File: config.mk
export PLATFORM = sky130hd
export DESIGN_NAME = psu_fifo
export DESIGN_NICKNAME = d
export VERILOG_FILES = /design/src/hw/rtl/psu_pkg.sv /design/src/hw/rtl/psu_fifo.sv
export VERILOG_INCLUDE_DIRS = /design/src /design/src/hw/rtl
export SDC_FILE = /design/constraint.sdc
export NUM_CORES = 1
export LEC_CHECK = 0
export BUFFER_PORTS_ARGS = -buffer_cell sky130_fd_sc_hd__buf_2
export CAP_MARGIN = 30
export CORE_UTILIZATION = 59
export DETAILED_ROUTE_END_ITERATION = 8
export PLACE_DENSITY = 0.81
export SLEW_MARGIN = 20
export SYNTH_ARGS = -nofsm -noshare
export SYNTH_HDL_FRONTEND = slang
export SYNTH_SLANG_ARGS = --single-unit
File: constraint.sdc
create_clock -name i_clk -period 4.2 [get_ports i_clk]
set_input_delay 0.42 -clock i_clk [delete_from_list [all_inputs] [get_ports i_clk]]
set_output_delay 0.42 -clock i_clk [all_outputs]
set_load 0.05 [all_outputs]
File: src/hw/rtl/png_scanline_unfilter_assert.svh
// Assertion macros shared by the unfilter RTL.
// Each macro takes a label, the clock, the active-low reset and the condition(s).
`ifndef PNG_SCANLINE_UNFILTER_ASSERT_SVH
`define PNG_SCANLINE_UNFILTER_ASSERT_SVH

`ifndef ASSERT_OFF
`define PSU_ASSERT_IMP(lbl, clk, rst_n, ante, cons) \
    lbl: assert property (@(posedge clk) disable iff (!(rst_n)) (ante) |-> (cons)) \
        else $error("implication check failed");
`define PSU_ASSERT_NEVER(lbl, clk, rst_n, cond) \
    lbl: assert property (@(posedge clk) disable iff (!(rst_n)) !(cond)) \
        else $error("forbidden condition seen");
`else
`define PSU_ASSERT_IMP(lbl, clk, rst_n, ante, cons)
`define PSU_ASSERT_NEVER(lbl, clk, rst_n, cond)
`endif

`endif

File: src/hw/rtl/psu_pkg.sv
package psu_pkg;

    // Default maximum row width in pixels
    localparam int MAX_WIDTH_DEF = 4096;

    // Depth of the command queue between front and back
    localparam int FIFO_DEPTH = 4;

    // Register map (word index into the APB space)
    localparam int        APB_AW     = 4;
    localparam logic [1:0] REG_WIDTH  = 2'd0;
    localparam logic [1:0] REG_HEIGHT = 2'd1;
    localparam logic [1:0] REG_ALPHA  = 2'd2;

    // Row filter types
    localparam logic [2:0] FLT_NONE  = 3'd0;
    localparam logic [2:0] FLT_SUB   = 3'd1;
    localparam logic [2:0] FLT_UP    = 3'd2;
    localparam logic [2:0] FLT_AVG   = 3'd3;
    localparam logic [2:0] FLT_PAETH = 3'd4;

    // Last channel index of a pixel
    localparam logic [1:0] CHAN_LAST_RGB  = 2'd2;
    localparam logic [1:0] CHAN_LAST_RGBA = 2'd3;

    // One classified word handed from front to back
    typedef struct packed {
        logic [7:0] data;       // filtered sample byte
        logic [2:0] filter;     // filter type of the row
        logic [1:0] chan;       // channel within the pixel
        logic       first_px;   // first pixel of the row: no left, no upper-left
        logic       first_row;  // first row of the image: no up, no upper-left
        logic       last;       // closes the last pixel of the image
        logic       emit;       // closes a pixel: send a result
        logic       bad;        // bad filter type: send the error result
    } t_cmd;

    // Paeth predictor, distances kept non-negative
    function automatic logic [7:0] paeth(input logic [7:0] a, input logic [7:0] b,
                                         input logic [7:0] c);
        logic [8:0] ab;
        logic [8:0] cc;
        logic [8:0] pa;
        logic [8:0] pb;
        logic [8:0] pc;
        ab = {1'b0, a} + {1'b0, b};
        cc = {c, 1'b0};
        pa = (b > c) ? {1'b0, b - c} : {1'b0, c - b};
        pb = (a > c) ? {1'b0, a - c} : {1'b0, c - a};
        pc = (ab > cc) ? (ab - cc) : (cc - ab);
        if (pa <= pb && pa <= pc) begin
            return a;
        end else if (pb <= pc) begin
            return b;
        end
        return c;
    endfunction

endpackage

File: src/hw/rtl/psu_fifo.sv
`include "png_scanline_unfilter_assert.svh"

module psu_fifo #(
    parameter int WIDTH = 8
) (
    input  logic             i_clk,
    input  logic             i_rst_n,
    input  logic             i_push,
    input  logic [WIDTH-1:0] i_wdata,
    input  logic             i_pop,
    output logic [WIDTH-1:0] o_rdata,
    output logic             o_empty,
    output logic             o_full
);

    localparam int PW = $clog2(psu_pkg::FIFO_DEPTH);
    localparam int CW = $clog2(psu_pkg::FIFO_DEPTH + 1);

    logic [WIDTH-1:0] r_mem [psu_pkg::FIFO_DEPTH];
    logic [PW-1:0]    r_wr;
    logic [PW-1:0]    r_rd;
    logic [CW-1:0]    r_cnt;

    assign o_empty = (r_cnt == CW'(0));
    assign o_full  = (r_cnt == CW'(psu_pkg::FIFO_DEPTH));
    assign o_rdata = r_mem[r_rd];

    // Store the pushed word
    always_ff @(posedge i_clk) begin
        if (i_push) begin
            r_mem[r_wr] <= i_wdata;
        end
    end

    // Advance pointers and count
    always_ff @(posedge i_clk) begin
        if (!i_rst_n) begin
            r_wr  <= '0;
            r_rd  <= '0;
            r_cnt <= '0;
        end else begin
            if (i_push) begin
                r_wr <= (r_wr == PW'(psu_pkg::FIFO_DEPTH - 1)) ? '0 : r_wr + PW'(1);
            end
            if (i_pop) begin
                r_rd <= (r_rd == PW'(psu_pkg::FIFO_DEPTH - 1)) ? '0 : r_rd + PW'(1);
            end
            if (i_push && !i_pop) begin
                r_cnt <= r_cnt + CW'(1);
            end else if (!i_push && i_pop) begin
                r_cnt <= r_cnt - CW'(1);
            end
        end
    end

    `PSU_ASSERT_NEVER(a_no_overflow, i_clk, i_rst_n, i_push && o_full && !i_pop)
    `PSU_ASSERT_NEVER(a_no_underflow, i_clk, i_rst_n, i_pop && o_empty)

endmodule

==> impl_metrics.toml, run 1 <==
[outcome]
status = "complete, no violations"

[power_and_ir_drop]
leakage_uw = 0.0006613
pwr-share-comb_pct = 17.3
internal-power_uw = 574.1
peakVddDrop_mv = 0.3798
switchingPower_uw = 223.4
pwr-share-seq_pct = 60.1
p_per_area_nw_per_um2 = 445.1
swShare_pct = 28.01
p_clk_share_pct = 22.6

[place]
hpwl_um = 1777
globalplace.congestion = 0.6222
io_buffers = 21
dpl-instance-area_um2 = 1742

[critical_path]
start_kind = "register"
worstSetupPathType = "register to output pin"
path_cells = "mux4_2, buf_2"
arrival_ns = 1.80
crit_buf_inv = 1
slowest_stage = "dfxtp_1"
end_kind = "output pin"
path_max_fanout = 8
worst_path_largest_cell_delay_ns = 0.66
critPathTopFamily = "flip-flops"
critPathRequiredTime_ns = 3.78

[clock_tree]
htreeDepth = 2
cts.sinks = 41
post-cts-setup-buffers = 0
clockBufferDepth = 2
worst_skew_pair.late_latency_ns = 0.33
ctsHoldBuffers = 0
cts.clk_slew.worst_paths_ns = 0.11
cts.repair.resized = 0
cts_tree = "done"
cts-root-buf = "clkbuf_4"
cts_made_buffers = 5

[sta]
rsz0062_at_grt = "no"
slew_headroom_pct = 65.47
min_period_ns = 2.218
hold_viol = 0
fin_skew_ns = 0.006924
min_period_over_period_pct = 52.81
setup_viol = 0
max_freq_mhz = 450.9
slew_viol_final = 0
max_slew.worst_pin.slew_ns = 0.5173
tns_ns = 0

[detailed_routing]
wl_met1_um = 983
vias_per_cell = 5.510
dr.max_layer_used = "met4"
dr_wl_met2_um = 1371
num_vias = 788
drt_pass1_iterations = 4
wl_met3_um = 117
wire_per_inst_um = 17.43
totalWireLength_um = 2493
remaining_drc_errors = 0
ant_nets = 0
drt-initial-drc-count = 10

[finish]
final_layout_size_suffix_gt1_share_pct = 30.97
nFillCells = 179
final_cell_area_um2 = 1792
final_nets = 131
final_common_cell = "edfxtp_1"
layout.cells.most_common_list = "edfxtp_1 (32), buf_2 (21), dfxtp_1 (9)"
antennaDiodeCount = 0
area_growth_pct = 10.92

[logic_synthesis]
yosysWarnings = 0
yosys.area.top_type = "edfxtp_1"
synth_cell_types = 20
synth_area_um2 = 1615
synth.avg_cell_area_um2 = 18.78
ys_top_cells_by_area = "edfxtp_1 (59%), dfxtp_1 (11%), mux4_2 (11%)"
synthesis.nets = 105
syn_inst = 86
seq_area_frac_synth_pct = 70.64
yosys_register_bits = 41
synth_top_area_share_pct = 59.49

[floorplanning]
initial_core_util_pct = 64.04
ios = 22
rows = 18
dieArea_um2 = 2951
die_h_um = 54.33
core_area_um2 = 2522
die_x_um = 54.33

[worst_hold_path]
min_path_type = "input pin to register"

[job]
cap_violations = 0

[global_route]
grt_max_degree = 13
grt_first_pass_wirelength_um = 3939
grt-ovfl-total = 0
groute.usage.overall_pct = 21.35
first_global_vias = 816
antenna_found_initial = 0
-- flip-flops by register name (all words and copies together), names as in the netlist, named ones only --
name / cells
r_wr: 2
r_cnt: 3
r_rd: 2
r_mem: 32
-- cells in the mapped netlist (all sizes together) --
cell type,instances
xnor2,1
nor3b,1
nor2,1
xor2,1
nor3,2
clkbuf,1
nor2b,5
ha,6
dfxtp,9
inv,4
o21a,1
o21ai,1
buf,1
and2,5
mux2i,4
mux4,8
edfxtp,32
fa,1
a21boi,1
or3,1
-- final cells by class --
class | instances | area (µm²) | share of cell area, %
timing repair buffer | 21 | 105.1 | 5.866
sequential | 41 | 1141 | 63.69
tap | 30 | 37.54 | 2.095
inverter | 4 | 15.01 | 0.8380
clock buffer | 7 | 45.04 | 2.514
multi-input combinational | 39 | 442.9 | 24.72
clock inverter | 1 | 5.005 | 0.2793
-- worst register-to-register path, cell delays in order, from the launching register on --
cell,delay [ns]
dfxtp_1,0.38
fa_1,0.47
xor2_1,0.18
or3_1,0.31
a21boi_1,0.15
-- metal layers --
layer,GRT usage [%],up-vias
li1,-,379
met1,24.39,382
met2,36.79,25
met3,7.500,2
met4,7.692,0
met5,0,-
-- path summary, 6_finish.rpt --
path / start / endpoint / slack, ns / cells after the start
hold / removal: i_wdata[2] / r_mem[1][2] / 0.29 / 1
setup / recovery: register / o_rdata[6] / 1.98 / 2
hold reg to reg: r_cnt[2] / r_cnt[2] / 0.53 / 2
setup reg to reg: r_cnt[0] / r_cnt[2] / 2.65 / 4
-- power groups by stage --
stage | Sequential (µW) | Combinational (µW) | Clock, µW
finish | 479 | 138 | 180
global route | 483 | 150 | 202
CTS | 480 | 140 | 184
detailed placement | 489 | 138 | 0
global placement | 487 | 132 | 0
floorplan | 480 | 112 | 0
-- per-stage QoR --
step | std cells | util, % | power (µW) | setup slack [ns] | hold slack, ns
global route | 143 | 71.03 | 834.9 | 1.834 | 0.2787
finish | 143 | 71.03 | 797.4 | 1.982 | 0.2918
global placement | 135 | 69.05 | 618.8 | 2.308 | 0.4775
floorplan | 86 | - | 591.2 | 2.278 | 0.4651
detailed placement | 135 | 69.05 | 627.1 | 2.219 | 0.5110
CTS | 143 | 71.03 | 803.7 | 1.928 | 0.2825
-- logic make-up (layout without fill, tap and decap cells) --
| kind of cell | after synthesis | count (layout) | synth area share, % |
|---|---|---|---|
| DFF | 41 | 41 | 70.64 |
| and+or+nand+nor | 15 | 15 | 5.577 |
| AOI/OAI and AO/OA | 3 | 3 | 1.239 |
| xor gates and xnor gates | 2 | 2 | 1.085 |
| buffers and inverters | 6 | 33 | 1.936 |
| adders and majority gates | 7 | 7 | 5.887 |
| muxes | 12 | 12 | 13.63 |
(Power assumes the default switching activity.)
==> inputs of run 2 (changes only) <==
- CORE_UTILIZATION: 59 -> 50
- PLACE_DENSITY: 0.81 -> 0.73
- clock period: 4.2 -> 1.9 ns (I/O delays scaled with it)
==> impl_metrics.toml, run 2 (synthesis gave the netlist of run 1 again) <==
[outcome]
status = "complete, no violations"

[clock_tree]
post-cts-setup-buffers = 0
ctsHoldBuffers = 0
worst_skew_pair.late_latency_ns = 0.33
cts.clk_slew.worst_paths_ns = 0.12
htreeDepth = 2
cts_made_buffers = 5
clockBufferDepth = 2
cts_tree = "done"
cts.repair.resized = 0
cts.sinks = 41
cts-root-buf = "clkbuf_4"

[critical_path]
reg2reg_slack_ns = 0.40
worst_path_largest_cell_delay_ns = 0.53
slowest_stage = "mux4_2"
end_kind = "output pin"
start_kind = "register"
path_cells = "buf_4, mux4_2, buf_2"
worstSetupPathType = "register to output pin"
path_max_fanout = 8
critPathRequiredTime_ns = 1.71
arrival_ns = 1.61

[finish]
largestRegisters = "r_mem: 32 flops, r_cnt: 3 flops"
final_nets = 132
final_common_cell = "edfxtp_1"
antennaDiodeCount = 0
final_cell_count_no_fill = 158
layout.cells.most_common_list = "edfxtp_1 (32), buf_2 (21), dfxtp_1 (9)"
largest_reg_flops = 32
area_growth_pct = 14.02
final_layout_size_suffix_gt1_share_pct = 31.58
nFillCells = 244
largest_register = "r_mem"
fin_util_pct = 60.33
final_cell_area_um2 = 1842

[global_route]
grt_max_degree = 13
grt-ovfl-total = 0
groute.usage.overall_pct = 15.99
grt_first_pass_wirelength_um = 3795
first_global_vias = 799
antenna_found_initial = 0

[place]
hpwl_um = 1623
io_buffers = 21
dpl-instance-area_um2 = 1767
globalplace.congestion = 0.6312
place_inst = 150

[floorplanning]
die_x_um = 58.84
ios = 22
core_area_um2 = 3053
rows = 20
die_h_um = 58.84
initial_core_util_pct = 52.91
dieArea_um2 = 3462

[detailed_routing]
dr_wl_met2_um = 1140
ant_nets = 0
drt_pass1_iterations = 4
wire_per_inst_um = 14.62
wl_met3_um = 92
vias_per_cell = 5.000
wl_met1_um = 1049
totalWireLength_um = 2310
remaining_drc_errors = 0
num_vias = 790
dr.max_layer_used = "met4"
drt-initial-drc-count = 14

[power_and_ir_drop]
peakVddDrop_mv = 0.7715
leakage_uw = 0.0006771
p_per_area_nw_per_um2 = 1030

[sta]
slew_headroom_pct = 69.41
setup_viol = 0
min_period_ns = 1.799
max_slew.worst_pin.slew_ns = 0.4588
max_freq_mhz = 555.8
tns_ns = 0
rsz0062_at_grt = "no"
min_period_over_period_pct = 94.70
slew_viol_final = 0
fin_skew_ns = 0.008363
hold_ws_ns = 0.06630
hold_viol = 0

[job]
cap_violations = 0

[worst_hold_path]
min_path_type = "input pin to register"
[run 2: changes by cell type in the layout (fill, tap and decap cells not counted)]
cell | previous run | this run
buf_4 | 0 | 1
bufinv_16 | 0 | 1
clkbuf_1 | 2 | 1
clkinv_1 | 0 | 1
clkinv_2 | 1 | 0
[run 2: final cells by class]
type,instances,area (µm²),area share (%)
Timing Repair Buffer,22,112.6,6.114
Inverter,4,15.01,0.8152
Multi-Input combinational cell,39,442.9,24.05
Tap cell,44,55.05,2.989
Clock buffer,6,41.29,2.242
Clock inverter,2,33.78,1.834
Sequential cell,41,1141,61.96
[run 2: worst max-delay path: cells and delay by family, from the launching register on]
| kind | cells | cell delay (ns) |
|---|---|---|
| buffers and inverters | 2 | 0.43 |
| muxes | 1 | 0.53 |
| DFF | 1 | 0.32 |
[run 2: where the power goes]
| group | internal [µW] | switching (µW) | leakage (µW) |
|---|---|---|---|
| clock | 274 | 262 | 0.0000399 |
| sequential | 1020 | 31.3 | 0.000368 |
| combinational | 107 | 204 | 0.000269 |
| total | 1400 | 497 | 0.000677 |
[run 2: worst paths after layout]
path | startpoint | end | depth (start not counted)
hold / removal | i_wdata[3] | r_mem[2][3] | 1
setup reg to reg | r_cnt[0] | r_cnt[2] | 4
hold reg to reg | r_cnt[2] | r_cnt[2] | 2
setup / recovery | register | o_rdata[5] | 3
[run 2: through the flow]
stage | setup WS, ns | total power, µW
floorplan | 0.2082 | 1307
global placement | 0.2857 | 1375
detailed placement | 0.2038 | 1387
CTS | 0.07395 | 1909
global route | 0.02204 | 1985
finish | 0.1008 | 1897
[run 2: layer usage]
metal,global-route usage [%],vias to the layer above
met1,20.57,387
met4,7.143,0
met2,25.00,18
li1,-,381
met3,5.055,4
met5,0,-
==> inputs of run 3 (changes only) <==
- RECOVER_POWER: unset -> 100
==> impl_metrics.toml, run 3 (synthesis gave the netlist of run 1 again) <==
[clock_tree]
cts_made_buffers = 5
cts.repair.resized = 0
ctsHoldBuffers = 0
worst_skew_pair.late_latency_ns = 0.33
post-cts-setup-buffers = 0
cts.sinks = 41
cts-root-buf = "clkbuf_4"
cts_tree = "done"
clockBufferDepth = 2
htreeDepth = 2
cts.clk_slew.worst_paths_ns = 0.11

[critical_path]
path_max_fanout = 8
start_kind = "register"
worst_path_largest_cell_delay_ns = 0.53
critPathTopFamily = "multiplexers"
crit_buf_inv = 2
worst-path-stages = 3
end_kind = "output pin"
slowest_stage = "mux4_2"
worstSetupPathType = "register to output pin"
path_cells = "buf_4, mux4_2, buf_2"
r2r.worst_path.cells = 4
arrival_ns = 1.61
critPathRequiredTime_ns = 1.71

[finish]
largest_register = "r_mem"
largest_reg_flops = 32
regArea_um2 = 1141
antennaDiodeCount = 0
area_growth_pct = 13.25
nFillCells = 241
largestRegisters = "r_mem: 32 flops, r_cnt: 3 flops"
final_nets = 132
final_common_cell = "edfxtp_1"
final_layout_size_suffix_gt1_share_pct = 22.81
layout.cells.most_common_list = "edfxtp_1 (32), clkbuf_1 (11), dfxtp_1 (9)"
multi_input_area_um2 = 442.9

[floorplanning]
initial_core_util_pct = 52.91
ios = 22
die_h_um = 58.84
rows = 20
die_x_um = 58.84
dieArea_um2 = 3462
core_area_um2 = 3053

[global_route]
groute.usage.overall_pct = 15.99
top_usage_layer = "met2"
grt_first_pass_wirelength_um = 3795
grt-ovfl-total = 0
antenna_found_initial = 0
first_global_vias = 799
gr-usage-met3_pct = 5.055
grt_use_met2_pct = 25.00
met1_usage_pct = 20.57
grt_max_degree = 13

[sta]
hold_viol = 0
setup_viol = 0
max_slew.worst_pin.slew_ns = 0.6551
rsz0062_at_grt = "no"
min_period_over_period_pct = 94.59
slew_viol_final = 0
tns_ns = 0
min_period_ns = 1.797
max_freq_mhz = 556.4
slew_headroom_pct = 56.30
fin_skew_ns = 0.005456
setup_ws_ns = 0.1028

[outcome]
status = "complete, no violations"

[detailed_routing]
totalWireLength_um = 2309
ant_nets = 0
num_vias = 788
remaining_drc_errors = 0
vias_per_cell = 4.987
wire_per_inst_um = 14.61
drt-initial-drc-count = 15
drt_pass1_iterations = 4

[place]
hpwl_um = 1623
globalplace.congestion = 0.6312
dp_slack_ns = 0.2038
io_buffers = 21

[worst_hold_path]
min_path_type = "input pin to register"
holdPathStages = 1

[power_and_ir_drop]
peakVddDrop_mv = 0.7607
leakage_uw = 0.0006448
p_per_area_nw_per_um2 = 1032

[job]
cap_violations = 0
==> run 3: cell count changes in the layout (fill, tap and decap cells not counted) <==
cell,delta
a21boi_0,+1
a21boi_1,-1
and2_0,+4
and2_1,-4
buf_2,-13
clkbuf_1,+10
clkbuf_2,+3
==> run 3: area by class of cell <==
cell class	count	area share, %
Multi-Input combinational cell	39	24.21
Clock buffer	6	2.257
Timing Repair Buffer	22	5.472
Tap cell	44	3.010
Inverter	4	0.8208
Clock inverter	2	1.847
Sequential cell	41	62.38
==> run 3: routing by layer <==
| metal | up-vias | wire [µm] | share of wire (%) |
|---|---|---|---|
| met4 | 0 | 27 | 1.2 |
| met1 | 383 | 1040 | 45 |
| met3 | 4 | 87 | 3.8 |
| met2 | 18 | 1153 | 50 |
| met5 | - | 0 | 0 |
| li1 | 383 | - | - |
==> run 3: final timing paths <==
kind	slack (ns)	to	start
worst min-delay path	0.12	r_mem[1][6]	i_wdata[6]
worst min register to register	0.53	r_cnt[2]	r_cnt[2]
worst max-delay path	0.10	o_rdata[5]	register
worst max register to register	0.37	r_cnt[2]	r_cnt[0]
==> run 3: power breakdown <==
group          internal [µW]  switching, µW
clock network            274            258
logic                    101            204
registers               1020           31.5
total                   1390            493
==> run 3: metrics by stage <==
step / total power [µW] / utilization (%) / area [µm²] / hold WS [ns] / std cells
2_1_floorplan: 1307 / - / 1615 / 0.2889 / 86
3_3_place_gp: 1375 / 57.87 / 1767 / 0.3994 / 150
3_5_place_dp: 1387 / 57.87 / 1767 / 0.4110 / 150
4_1_cts: 1909 / 60.33 / 1842 / 0.06319 / 158
5_1_grt: 1979 / 59.92 / 1829 / 0.1071 / 158
6_report: 1888 / 59.92 / 1829 / 0.1222 / 158
