File: config.mk
export PLATFORM = sky130hd
export DESIGN_NAME = psu_front
export DESIGN_NICKNAME = d
export VERILOG_FILES = /design/src/hw/rtl/psu_pkg.sv /design/src/hw/rtl/psu_front.sv
export VERILOG_INCLUDE_DIRS = /design/src /design/src/hw/rtl
export SDC_FILE = /design/constraint.sdc
export NUM_CORES = 1
export LEC_CHECK = 0
export ABC_AREA = 1
export BUFFER_PORTS_ARGS = -buffer_cell sky130_fd_sc_hd__buf_4
export CAP_MARGIN = 20
export CORE_MARGIN = 2
export CORE_UTILIZATION = 45
export DETAILED_ROUTE_END_ITERATION = 7
export PLACE_DENSITY = 0.71
export REMOVE_ABC_BUFFERS = 1
export SLEW_MARGIN = 5
export SYNTH_ARGS = -nofsm -noshare
export SYNTH_HDL_FRONTEND = slang
export SYNTH_SLANG_ARGS = --single-unit
File: constraint.sdc
create_clock -name i_clk -period 6.62 [get_ports i_clk]
set_input_delay 0 -clock i_clk [delete_from_list [all_inputs] [get_ports i_clk]]
set_output_delay 0 -clock i_clk [all_outputs]
set_load 0.005 [all_outputs]
File: src/hw/rtl/png_scanline_unfilter_assert.svh
// Assertion macros shared by the unfilter RTL.
// Each macro takes a label, the clock, the active-low reset and the condition(s).
`ifndef PNG_SCANLINE_UNFILTER_ASSERT_SVH
`define PNG_SCANLINE_UNFILTER_ASSERT_SVH

`ifndef ASSERT_OFF
`define PSU_ASSERT_IMP(lbl, clk, rst_n, ante, cons) \
    lbl: assert property (@(posedge clk) disable iff (!(rst_n)) (ante) |-> (cons)) \
        else $error("implication check failed");
`define PSU_ASSERT_NEVER(lbl, clk, rst_n, cond) \
    lbl: assert property (@(posedge clk) disable iff (!(rst_n)) !(cond)) \
        else $error("forbidden condition seen");
`else
`define PSU_ASSERT_IMP(lbl, clk, rst_n, ante, cons)
`define PSU_ASSERT_NEVER(lbl, clk, rst_n, cond)
`endif

`endif

File: src/hw/rtl/psu_pkg.sv
package psu_pkg;

    // Default maximum row width in pixels
    localparam int MAX_WIDTH_DEF = 4096;

    // Depth of the command queue between front and back
    localparam int FIFO_DEPTH = 4;

    // Register map (word index into the APB space)
    localparam int        APB_AW     = 4;
    localparam logic [1:0] REG_WIDTH  = 2'd0;
    localparam logic [1:0] REG_HEIGHT = 2'd1;
    localparam logic [1:0] REG_ALPHA  = 2'd2;

    // Row filter types
    localparam logic [2:0] FLT_NONE  = 3'd0;
    localparam logic [2:0] FLT_SUB   = 3'd1;
    localparam logic [2:0] FLT_UP    = 3'd2;
    localparam logic [2:0] FLT_AVG   = 3'd3;
    localparam logic [2:0] FLT_PAETH = 3'd4;

    // Last channel index of a pixel
    localparam logic [1:0] CHAN_LAST_RGB  = 2'd2;
    localparam logic [1:0] CHAN_LAST_RGBA = 2'd3;

    // One classified word handed from front to back
    typedef struct packed {
        logic [7:0] data;       // filtered sample byte
        logic [2:0] filter;     // filter type of the row
        logic [1:0] chan;       // channel within the pixel
        logic       first_px;   // first pixel of the row: no left, no upper-left
        logic       first_row;  // first row of the image: no up, no upper-left
        logic       last;       // closes the last pixel of the image
        logic       emit;       // closes a pixel: send a result
        logic       bad;        // bad filter type: send the error result
    } t_cmd;

    // Paeth predictor, distances kept non-negative
    function automatic logic [7:0] paeth(input logic [7:0] a, input logic [7:0] b,
                                         input logic [7:0] c);
        logic [8:0] ab;
        logic [8:0] cc;
        logic [8:0] pa;
        logic [8:0] pb;
        logic [8:0] pc;
        ab = {1'b0, a} + {1'b0, b};
        cc = {c, 1'b0};
        pa = (b > c) ? {1'b0, b - c} : {1'b0, c - b};
        pb = (a > c) ? {1'b0, a - c} : {1'b0, c - a};
        pc = (ab > cc) ? (ab - cc) : (cc - ab);
        if (pa <= pb && pa <= pc) begin
            return a;
        end else if (pb <= pc) begin
            return b;
        end
        return c;
    endfunction

endpackage

File: src/hw/rtl/psu_front.sv
`include "png_scanline_unfilter_assert.svh"

module psu_front #(
    parameter int MAX_WIDTH = psu_pkg::MAX_WIDTH_DEF,
    parameter int AW        = $clog2(MAX_WIDTH * 4)
) (
    input  logic               i_clk,
    input  logic               i_rst_n,
    input  logic               i_valid,
    input  logic [7:0]         i_byte,
    output logic               o_ready,
    input  logic               i_fifo_full,
    input  logic [12:0]        i_width,
    input  logic [15:0]        i_height,
    input  logic               i_has_alpha,
    output logic               o_push,
    output psu_pkg::t_cmd      o_cmd,
    output logic [AW-1:0]      o_idx
);

    localparam int LW = $clog2(MAX_WIDTH * 4 + 1);

    logic [AW-1:0] r_col,     n_col;
    logic [15:0]   r_row,     n_row;
    logic [1:0]    r_chan,    n_chan;
    logic          r_first,   n_first;
    logic          r_expect,  n_expect;
    logic          r_discard, n_discard;
    logic [2:0]    r_filter,  n_filter;

    logic          accept;
    logic          over;
    logic [LW-1:0] w_eff;
    logic [LW-1:0] row_len;
    logic [15:0]   rows;
    logic          end_row;
    logic          last_row;
    logic [1:0]    chan_last;

    assign o_ready = !i_fifo_full;
    assign accept  = i_valid && o_ready;

    // Clamp the geometry and derive the row length in bytes
    always_comb begin
        over = {4'd0, i_width} > 17'(MAX_WIDTH);
        if (i_width == 13'd0) begin
            w_eff = LW'(1);
        end else if (over) begin
            w_eff = LW'(MAX_WIDTH);
        end else begin
            w_eff = LW'(i_width);
        end
        row_len   = i_has_alpha ? (w_eff << 2) : ((w_eff << 1) + w_eff);
        rows      = (i_height == 16'd0) ? 16'd1 : i_height;
        chan_last = i_has_alpha ? psu_pkg::CHAN_LAST_RGBA : psu_pkg::CHAN_LAST_RGB;
        end_row   = (LW'(r_col) + LW'(1)) >= row_len;
        last_row  = ({1'b0, r_row} + 17'd1) >= {1'b0, rows};
    end

    // Classify the word and advance the row position
    always_comb begin
        n_col     = r_col;
        n_row     = r_row;
        n_chan    = r_chan;
        n_first   = r_first;
        n_expect  = r_expect;
        n_discard = r_discard;
        n_filter  = r_filter;
        o_push    = 1'b0;
        o_cmd     = '0;
        o_idx     = r_col;
        if (accept) begin
            if (r_expect) begin
                n_expect = 1'b0;
                n_col    = '0;
                n_chan   = '0;
                n_first  = 1'b1;
                if (!r_discard) begin
                    if (i_byte > 8'(psu_pkg::FLT_PAETH)) begin
                        n_discard = 1'b1;
                        o_push    = 1'b1;
                        o_cmd.bad = 1'b1;
                    end else begin
                        n_filter = i_byte[2:0];
                    end
                end
            end else begin
                if (!r_discard) begin
                    o_push          = 1'b1;
                    o_cmd.data      = i_byte;
                    o_cmd.filter    = r_filter;
                    o_cmd.chan      = r_chan;
                    o_cmd.first_px  = r_first;
                    o_cmd.first_row = (r_row == 16'd0);
                    o_cmd.last      = end_row && last_row;
                    o_cmd.emit      = (r_chan == chan_last);
                end
                n_col = r_col + AW'(1);
                if (r_chan == chan_last) begin
                    n_chan  = '0;
                    n_first = 1'b0;
                end else begin
                    n_chan = r_chan + 2'd1;
                end
                if (end_row) begin
                    n_col    = '0;
                    n_expect = 1'b1;
                    if (last_row) begin
                        n_row     = '0;
                        n_discard = 1'b0;
                    end else begin
                        n_row = r_row + 16'd1;
                    end
                end
            end
        end
    end

    // Hold the row position
    always_ff @(posedge i_clk) begin
        if (!i_rst_n) begin
            r_col     <= '0;
            r_row     <= '0;
            r_chan    <= '0;
            r_first   <= 1'b1;
            r_expect  <= 1'b1;
            r_discard <= 1'b0;
            r_filter  <= psu_pkg::FLT_NONE;
        end else begin
            r_col     <= n_col;
            r_row     <= n_row;
            r_chan    <= n_chan;
            r_first   <= n_first;
            r_expect  <= n_expect;
            r_discard <= n_discard;
            r_filter  <= n_filter;
        end
    end

    `PSU_ASSERT_IMP(a_quiet_discard, i_clk, i_rst_n, r_discard, !o_push)
    `PSU_ASSERT_IMP(a_push_accepted, i_clk, i_rst_n, o_push, accept)

endmodule

==> results of run 1 <==
[Yosys cell counts (all sizes together) (7+ instances only)]
cell type	count
nand3	46
nor2	66
xor2	20
o21ai	32
clkbuf	9
ha	38
a21oi	53
nor4	7
nand2	151
dfxtp	38
nor3	7
xnor2	7
nand4	15
inv	118
[cell families (layout without fill, tap and decap cells)]
group,count (synthesis),after routing
buffers and inverters,132,204
AOI/OAI and AO/OA,104,104
adders and majority gates,38,38
DFF,38,38
xor gates and xnor gates,27,27
and+or+nand+nor,296,296
[per-stage QoR]
| stage | utilization | cell area, µm² | total power [mW] | hold slack [ns] |
|---|---|---|---|---|
| after global routing | 0.5586 | 4636 | 0.5618 | 0.03667 |
| after detailed placement | 0.5435 | 4511 | 0.3576 | 0.2348 |
| final | 0.5586 | 4636 | 0.5300 | 0.02289 |
| after floorplan | - | 3816 | 0.3099 | 0.03421 |
| after CTS | 0.5586 | 4636 | 0.5348 | 0.01749 |
| after global placement | 0.5435 | 4511 | 0.3552 | 0.2327 |
[how the worst max path moves through the flow]
stage / start / to / slack [ns]
final: o_idx[0]$_SDFFE_PN0P_ / o_cmd[2] / 2.58
after CTS: o_idx[0]$_SDFFE_PN0P_ / o_cmd[2] / 2.60
after global routing: i_width[9] / o_cmd[2] / 2.07
after global placement: i_width[9] / r_row[13]$_SDFFE_PN0P_ / 2.66
after floorplan: i_width[6] / r_row[13]$_SDFFE_PN0P_ / 3.43
after detailed placement: i_width[9] / r_row[13]$_SDFFE_PN0P_ / 2.50
[sequential cells by signal, indices dropped and copies added (netlist names)]
signal	flops
r_row	16
o_idx	14
r_filter	3
r_chan	2
r_discard	1
r_expect	1
r_first	1
[cell type report]
| class | count | area [µm²] |
|---|---|---|
| Timing Repair Buffer | 78 | 593.1 |
| Sequential cell | 38 | 760.7 |
| Tap cell | 105 | 131.4 |
| Fill cell | 822 | 3664 |
| Clock inverter | 2 | 12.51 |
| Clock buffer | 6 | 82.58 |
| Multi-Input combinational cell | 465 | 2613 |
| Inverter | 118 | 442.9 |
[layer usage]
metal	wire, µm	vias up	track usage
li1	-	2190	-
met1	5007	1931	0.3041
met2	4460	116	0.3360
met3	477	6	0.03453
met4	72	0	0.05417
met5	0	-	0
[cell usage in the layout (no fill, tap or decap), types with 2 or more instances in the layout]
| cell type | count |
|---|---|
| a21oi_1 | 48 |
| o21a_1 | 2 |
| o21bai_1 | 2 |
| xor2_1 | 20 |
| nand3_1 | 43 |
| nand2_2 | 6 |
| nor3_1 | 6 |
| nor2_2 | 4 |
| dlygate4sd3_1 | 3 |
| inv_1 | 116 |
| a21oi_2 | 5 |
| nor3b_1 | 2 |
| nor4_1 | 6 |
| dfxtp_1 | 38 |
| clkbuf_8 | 6 |
| o21ai_0 | 32 |
| ha_1 | 38 |
| nand3_2 | 3 |
| xnor2_1 | 7 |
| nand2_1 | 145 |
| o31ai_1 | 2 |
| a211oi_1 | 4 |
| o211ai_1 | 5 |
| nand4_1 | 15 |
| inv_2 | 2 |
| nor2_1 | 61 |
| buf_4 | 75 |
[critical path: stages, from the launching register on]
cell,delay [ns]
dfxtp_1,0.41
ha_1,0.21
nand3_1,0.16
nor3_1,0.42
nand4_1,0.31
o22a_1,0.32
ha_1,0.29
nand3_1,0.08
inv_1,0.05
a21oi_1,0.11
o21ai_0,0.15
a211oi_1,0.34
nand2_1,0.10
nand2_1,0.42
inv_1,0.12
nand3_1,0.09
inv_1,0.04
buf_4,0.13
[power breakdown]
group          leakage (nW)  internal [mW]  switching (mW)
registers             0.307          0.230         0.00107
clock network        0.0472         0.0838          0.0917
logic                  2.04         0.0508          0.0730
==> impl_results.md, run 1 <==
- Dpl cells: 801
- Antenna-violating nets left: 0
- Vias per cell: 5.225
- Critical Path End Type: primary output
- Synth Area in Compound Gates: 0.1510
- Clock-pin slew on the worst setup and hold paths: 0.08 ns
- Vias: 4243
- Synthesis-stage register bit count: 38
- Total of max-cap violations: 0
- Vias in the first global route: 3873
- Final worst setup slack: 2.578 ns
- Die X: 97.13 µm
- Slew HR: 0.4329
- Yosys top cell by area: dfxtp_1
- Clock Skew: 0.005156 ns
- CTS tree: built
- Drt drc: 0
- Tcrit/Tclk final: 0.6105
- Full die area: 9433 µm²
- Largest net degree at the start of global routing: 25
- Leakage: 2.397 nW
- Dominant synthesized flop cell: dfxtp_1
- Adder-Cell Fraction of Synth Area: 0.1218
- Main combinational cell family by area after synthesis: simple AND/OR/NAND/NOR gates
- Clk_lat worst skew: 0.30 ns
- Setup TNS: 0 ns
- CTS Hold Bufs: 3
- Synthesized area: 3902 µm²
- Routability-driven placement congestion ratio: 0.8634
- Status: completed
- Hold EP: r_filter[1]$_SDFFE_PN0P_
- Mapped Cells: 635
- Clock buffer depth: 2
- Max IR drop VDD: 76.61 µV
- FMAX: 0.2474 GHz
- # clock sinks: 38
- Fin nets: 786
- ANT cells: 0
- Initial Util: 0.4702
- Yosys top cell area share: 0.1949
- XOR/XNOR Fraction of Synth Area: 0.06060
- Reg-to-reg slack, setup: 2.73 ns
- Pwr/cell area: 114.3 nW/µm²
- First-pass GRT wire length: 17200 µm
- Congestion Overflow GR: 0
- H-Tree Depth: 2
- Synth Area per Inst: 6.146 µm²
- Core Region: 8299 µm²
- Place WS: 2.499 ns
- Worst Path Required: 6.62 ns
- Reg2reg path depth: 16
- I/O pin count: 76
- All-Layer GR Usage: 0.2134
- RSZ-0062 raised after global routing: false
- Mux contribution to synthesized area: 0
- Ys async rst share: 0
- Setup bufs post-CTS: 0
- Final Critical Period: 4.042 ns
- CP max FO: 15
- RR Endpoint: r_row[2]$_SDFFE_PN0P_
- Min-Delay Startpoint: i_byte[1]
- Post-DP HPWL: 8164 µm
- Startpoint Class: register
- Root Buffer: clkbuf_8
- Synth warn: 0
- WP data arrival: 4.04 ns
- Simple-gate share of the synthesized area: 0.3360
- Slew Viols, Final: 0
- Hold Path Class: in -> reg
- Wirelength per Cell: 12.34 µm
- Worst setup path category: reg -> out
- Final setup viols: 0
- Seq/Total Area, Yosys: 0.1949
- Cell Rows: 33
- Reg2Reg Launch Point: o_idx[0]$_SDFFE_PN0P_
- Area Growth Syn to Fin: 18.79%
- Initial antenna violation count: 0
- Die height: 97.13 µm
- Final std cells w/o fill: 812
- Top cells by area, synth: dfxtp_1, nand2_1, ha_1
- TritonRoute pass-1 iters: 5
- Unique masters post-synth: 38
- Number of CTS-inserted buffers: 5
- Final Hold Viols: 0
- Post-synth EDFFs: 0
- Hold path cells: 3
- Layout cells sized above 1: 0.1513
- DRT Wirelength: 10020 µm
- PostCTS Resize Cnt: 0
- IO buf count: 75
- Initial DRC count: 228
- Least-Margin Pin Slew: 0.8497 ns
Power figures use the tool's default switching activity.
==> inputs of run 2 (changes only) <==
==> constraint.sdc (replaced) <==
create_clock -name i_clk -period 4.06 [get_ports i_clk]
set_input_delay 0 -clock i_clk [delete_from_list [all_inputs] [get_ports i_clk]]
set_output_delay 0 -clock i_clk [all_outputs]
set_load 0.005 [all_outputs]
==> run 2 against run 1 <==
Effect of this change:
- cell count is 0.12% lower
- die area unchanged
- total power is 68% higher
- count of clock-buffer cells in the layout grew 2
- clock skew is essentially flat
- critical path depth is 5 higher
- setup slack got worse by 2.2 ns
- hold slack got worse by 0.012 ns
- critical path type unchanged
==> impl_results.md, run 2 (synthesis results as in run 1) <==
- WP data arrival: 3.68 ns
- TritonRoute pass-1 iters: 5
- Least-Margin Pin Slew: 0.9438 ns
- Clock Skew: 0.005331 ns
- Congestion Overflow GR: 0
- First-pass GRT wire length: 16610 µm
- RSZ-0062 raised after global routing: false
- Clock buffer depth: 2
- Hold Path Class: in -> reg
- Clk_lat worst skew: 0.29 ns
- Routability-driven placement congestion ratio: 0.8746
- Vias: 4197
- Largest Register: r_row
- All-Layer GR Usage: 0.2066
- Wirelength per Cell: 12.18 µm
- FMAX: 0.2716 GHz
- Drt drc: 0
- Slew Viols, Final: 0
- # clock sinks: 38
- Vias in the first global route: 3667
- Initial antenna violation count: 0
- I/O pin count: 76
- Slew HR: 0.3701
- Final Hold Viols: 0
- Final setup viols: 0
- Final instance area: 4651 µm²
- Largest net degree at the start of global routing: 25
- Number of CTS-inserted buffers: 5
- Total of max-cap violations: 0
- DRT Wirelength: 9875 µm
- Critical Path End Type: primary output
- Initial Util: 0.4702
- Fin nets: 785
- M1 WL: 4898 µm
- Worst setup path category: reg -> out
- Placed cell areas: 4518 µm²
- Final worst setup slack: 0.3776 ns
- Post-DP HPWL: 8002 µm
- Worst Path Required: 4.06 ns
- Root Buffer: clkbuf_8
- Cell Rows: 33
- WL met3: 513 µm
- Final Critical Period: 3.682 ns
- CP max FO: 14
- Antenna-violating nets left: 0
- H-Tree Depth: 2
- Place WS: 0.2761 ns
- CTS tree: built
- Pwr/cell area: 190.9 nW/µm²
- Setup bufs post-CTS: 0
- Most frequent cells in the layout: nand2_1, inv_1, buf_4, nor2_1, a21oi_1
- Layout cells sized above 1: 0.1572
- Largest register FFs: 16
- Setup TNS: 0 ns
- Startpoint Class: register
- Full die area: 9433 µm²
- DR WL met2: 4398 µm
- Most common cell after layout, fill and taps aside: nand2_1
- Initial DRC count: 182
- Core Region: 8299 µm²
- Max IR drop VDD: 122.5 µV
- Top Metal Used: met4
- Die X: 97.13 µm
- IO buf count: 75
- Clock-pin slew on the worst setup and hold paths: 0.08 ns
- Leakage: 2.405 nW
- Die height: 97.13 µm
- Tcrit/Tclk final: 0.9070
- ANT cells: 0
- Area Growth Syn to Fin: 19.17%
- Status: completed
- Vias per cell: 5.175
[run 2: cell count changes in the layout (fill, tap and decap cells not counted), moves of 2 or more]
| cell | change |
|---|---|
| clkbuf_8 | +2 |
| dfxtp_1 | -2 |
| dfxtp_2 | +2 |
| dlygate4sd3_1 | -2 |
[run 2: path summary, 6_finish.rpt]
| kind | startpoint | to | slack (ns) | cells after the start |
|---|---|---|---|---|
| max | o_idx[0]$_SDFFE_PN0P_ | o_cmd[2] | 0.38 | 22 |
| min | i_byte[2] | r_filter[2]$_SDFFE_PN0P_ | 0.01 | 3 |
| max reg2reg | o_idx[0]$_SDFFE_PN0P_ | r_row[1]$_SDFFE_PN0P_ | 0.59 | 20 |
| min reg2reg | r_filter[1]$_SDFFE_PN0P_ | r_filter[1]$_SDFFE_PN0P_ | 0.45 | 2 |
[run 2: repair_timing]
item,4_1_cts,5_1_grt
hold endpoints to repair,1,0
hold buffers,1,0
endpoints found under the setup margin,0,1
resized for setup,0,4
[run 2: layout make-up]
type | count | area [µm²]
well taps | 105 | 131.4
multi-input cells | 465 | 2623
repair buffers | 77 | 580.6
flip-flops and latches | 38 | 763.2
fillers | 844 | 3649
clock buffers | 8 | 110.1
inverters | 118 | 442.9
[run 2: worst max-delay path: stages, from the launching register on]
cell and delay (ns):
dfxtp_2 0.38, inv_1 0.10, nor2_2 0.15, nand2_1 0.07, nor2_2 0.12, nand2_1 0.11
nor3b_2 0.27, nand3_2 0.14, nor2_1 0.13, xor2_1 0.22, ha_1 0.28, nand3_1 0.09
inv_1 0.05, a21oi_1 0.10, o21ai_0 0.09, a211oi_1 0.27, nand2_1 0.11, nand2_1 0.13
buf_4 0.23, inv_1 0.08, nand3_1 0.08, inv_1 0.05, buf_4 0.13
[run 2: per-stage QoR]
| stage | std cells | total power, mW | utilization | hold slack [ns] |
|---|---|---|---|---|
| CTS | 811 | 0.8889 | 0.5589 | 0.01497 |
| floorplan | 621 | 0.5054 | - | 0.03421 |
| finish | 811 | 0.8880 | 0.5604 | 0.01098 |
| global placement | 802 | 0.5795 | 0.5444 | 0.2325 |
| detailed placement | 802 | 0.5840 | 0.5444 | 0.2368 |
| global route | 811 | 0.9362 | 0.5604 | 0.05002 |
[run 2: layer usage]
metal / vias to the layer above / GRT usage
met3: 8 / 0.03022
met4: 0 / 0.03684
met5: - / 0
met2: 110 / 0.3333
met1: 1892 / 0.2961
li1: 2187 / -
[run 2: where the power goes]
| part | internal, mW | total, mW | leakage, nW | switching, mW |
|---|---|---|---|---|
| Combinational | 0.0819 | 0.202 | 2.04 | 0.120 |
| Clock | 0.172 | 0.310 | 0.0575 | 0.138 |
| Sequential | 0.375 | 0.376 | 0.308 | 0.00175 |
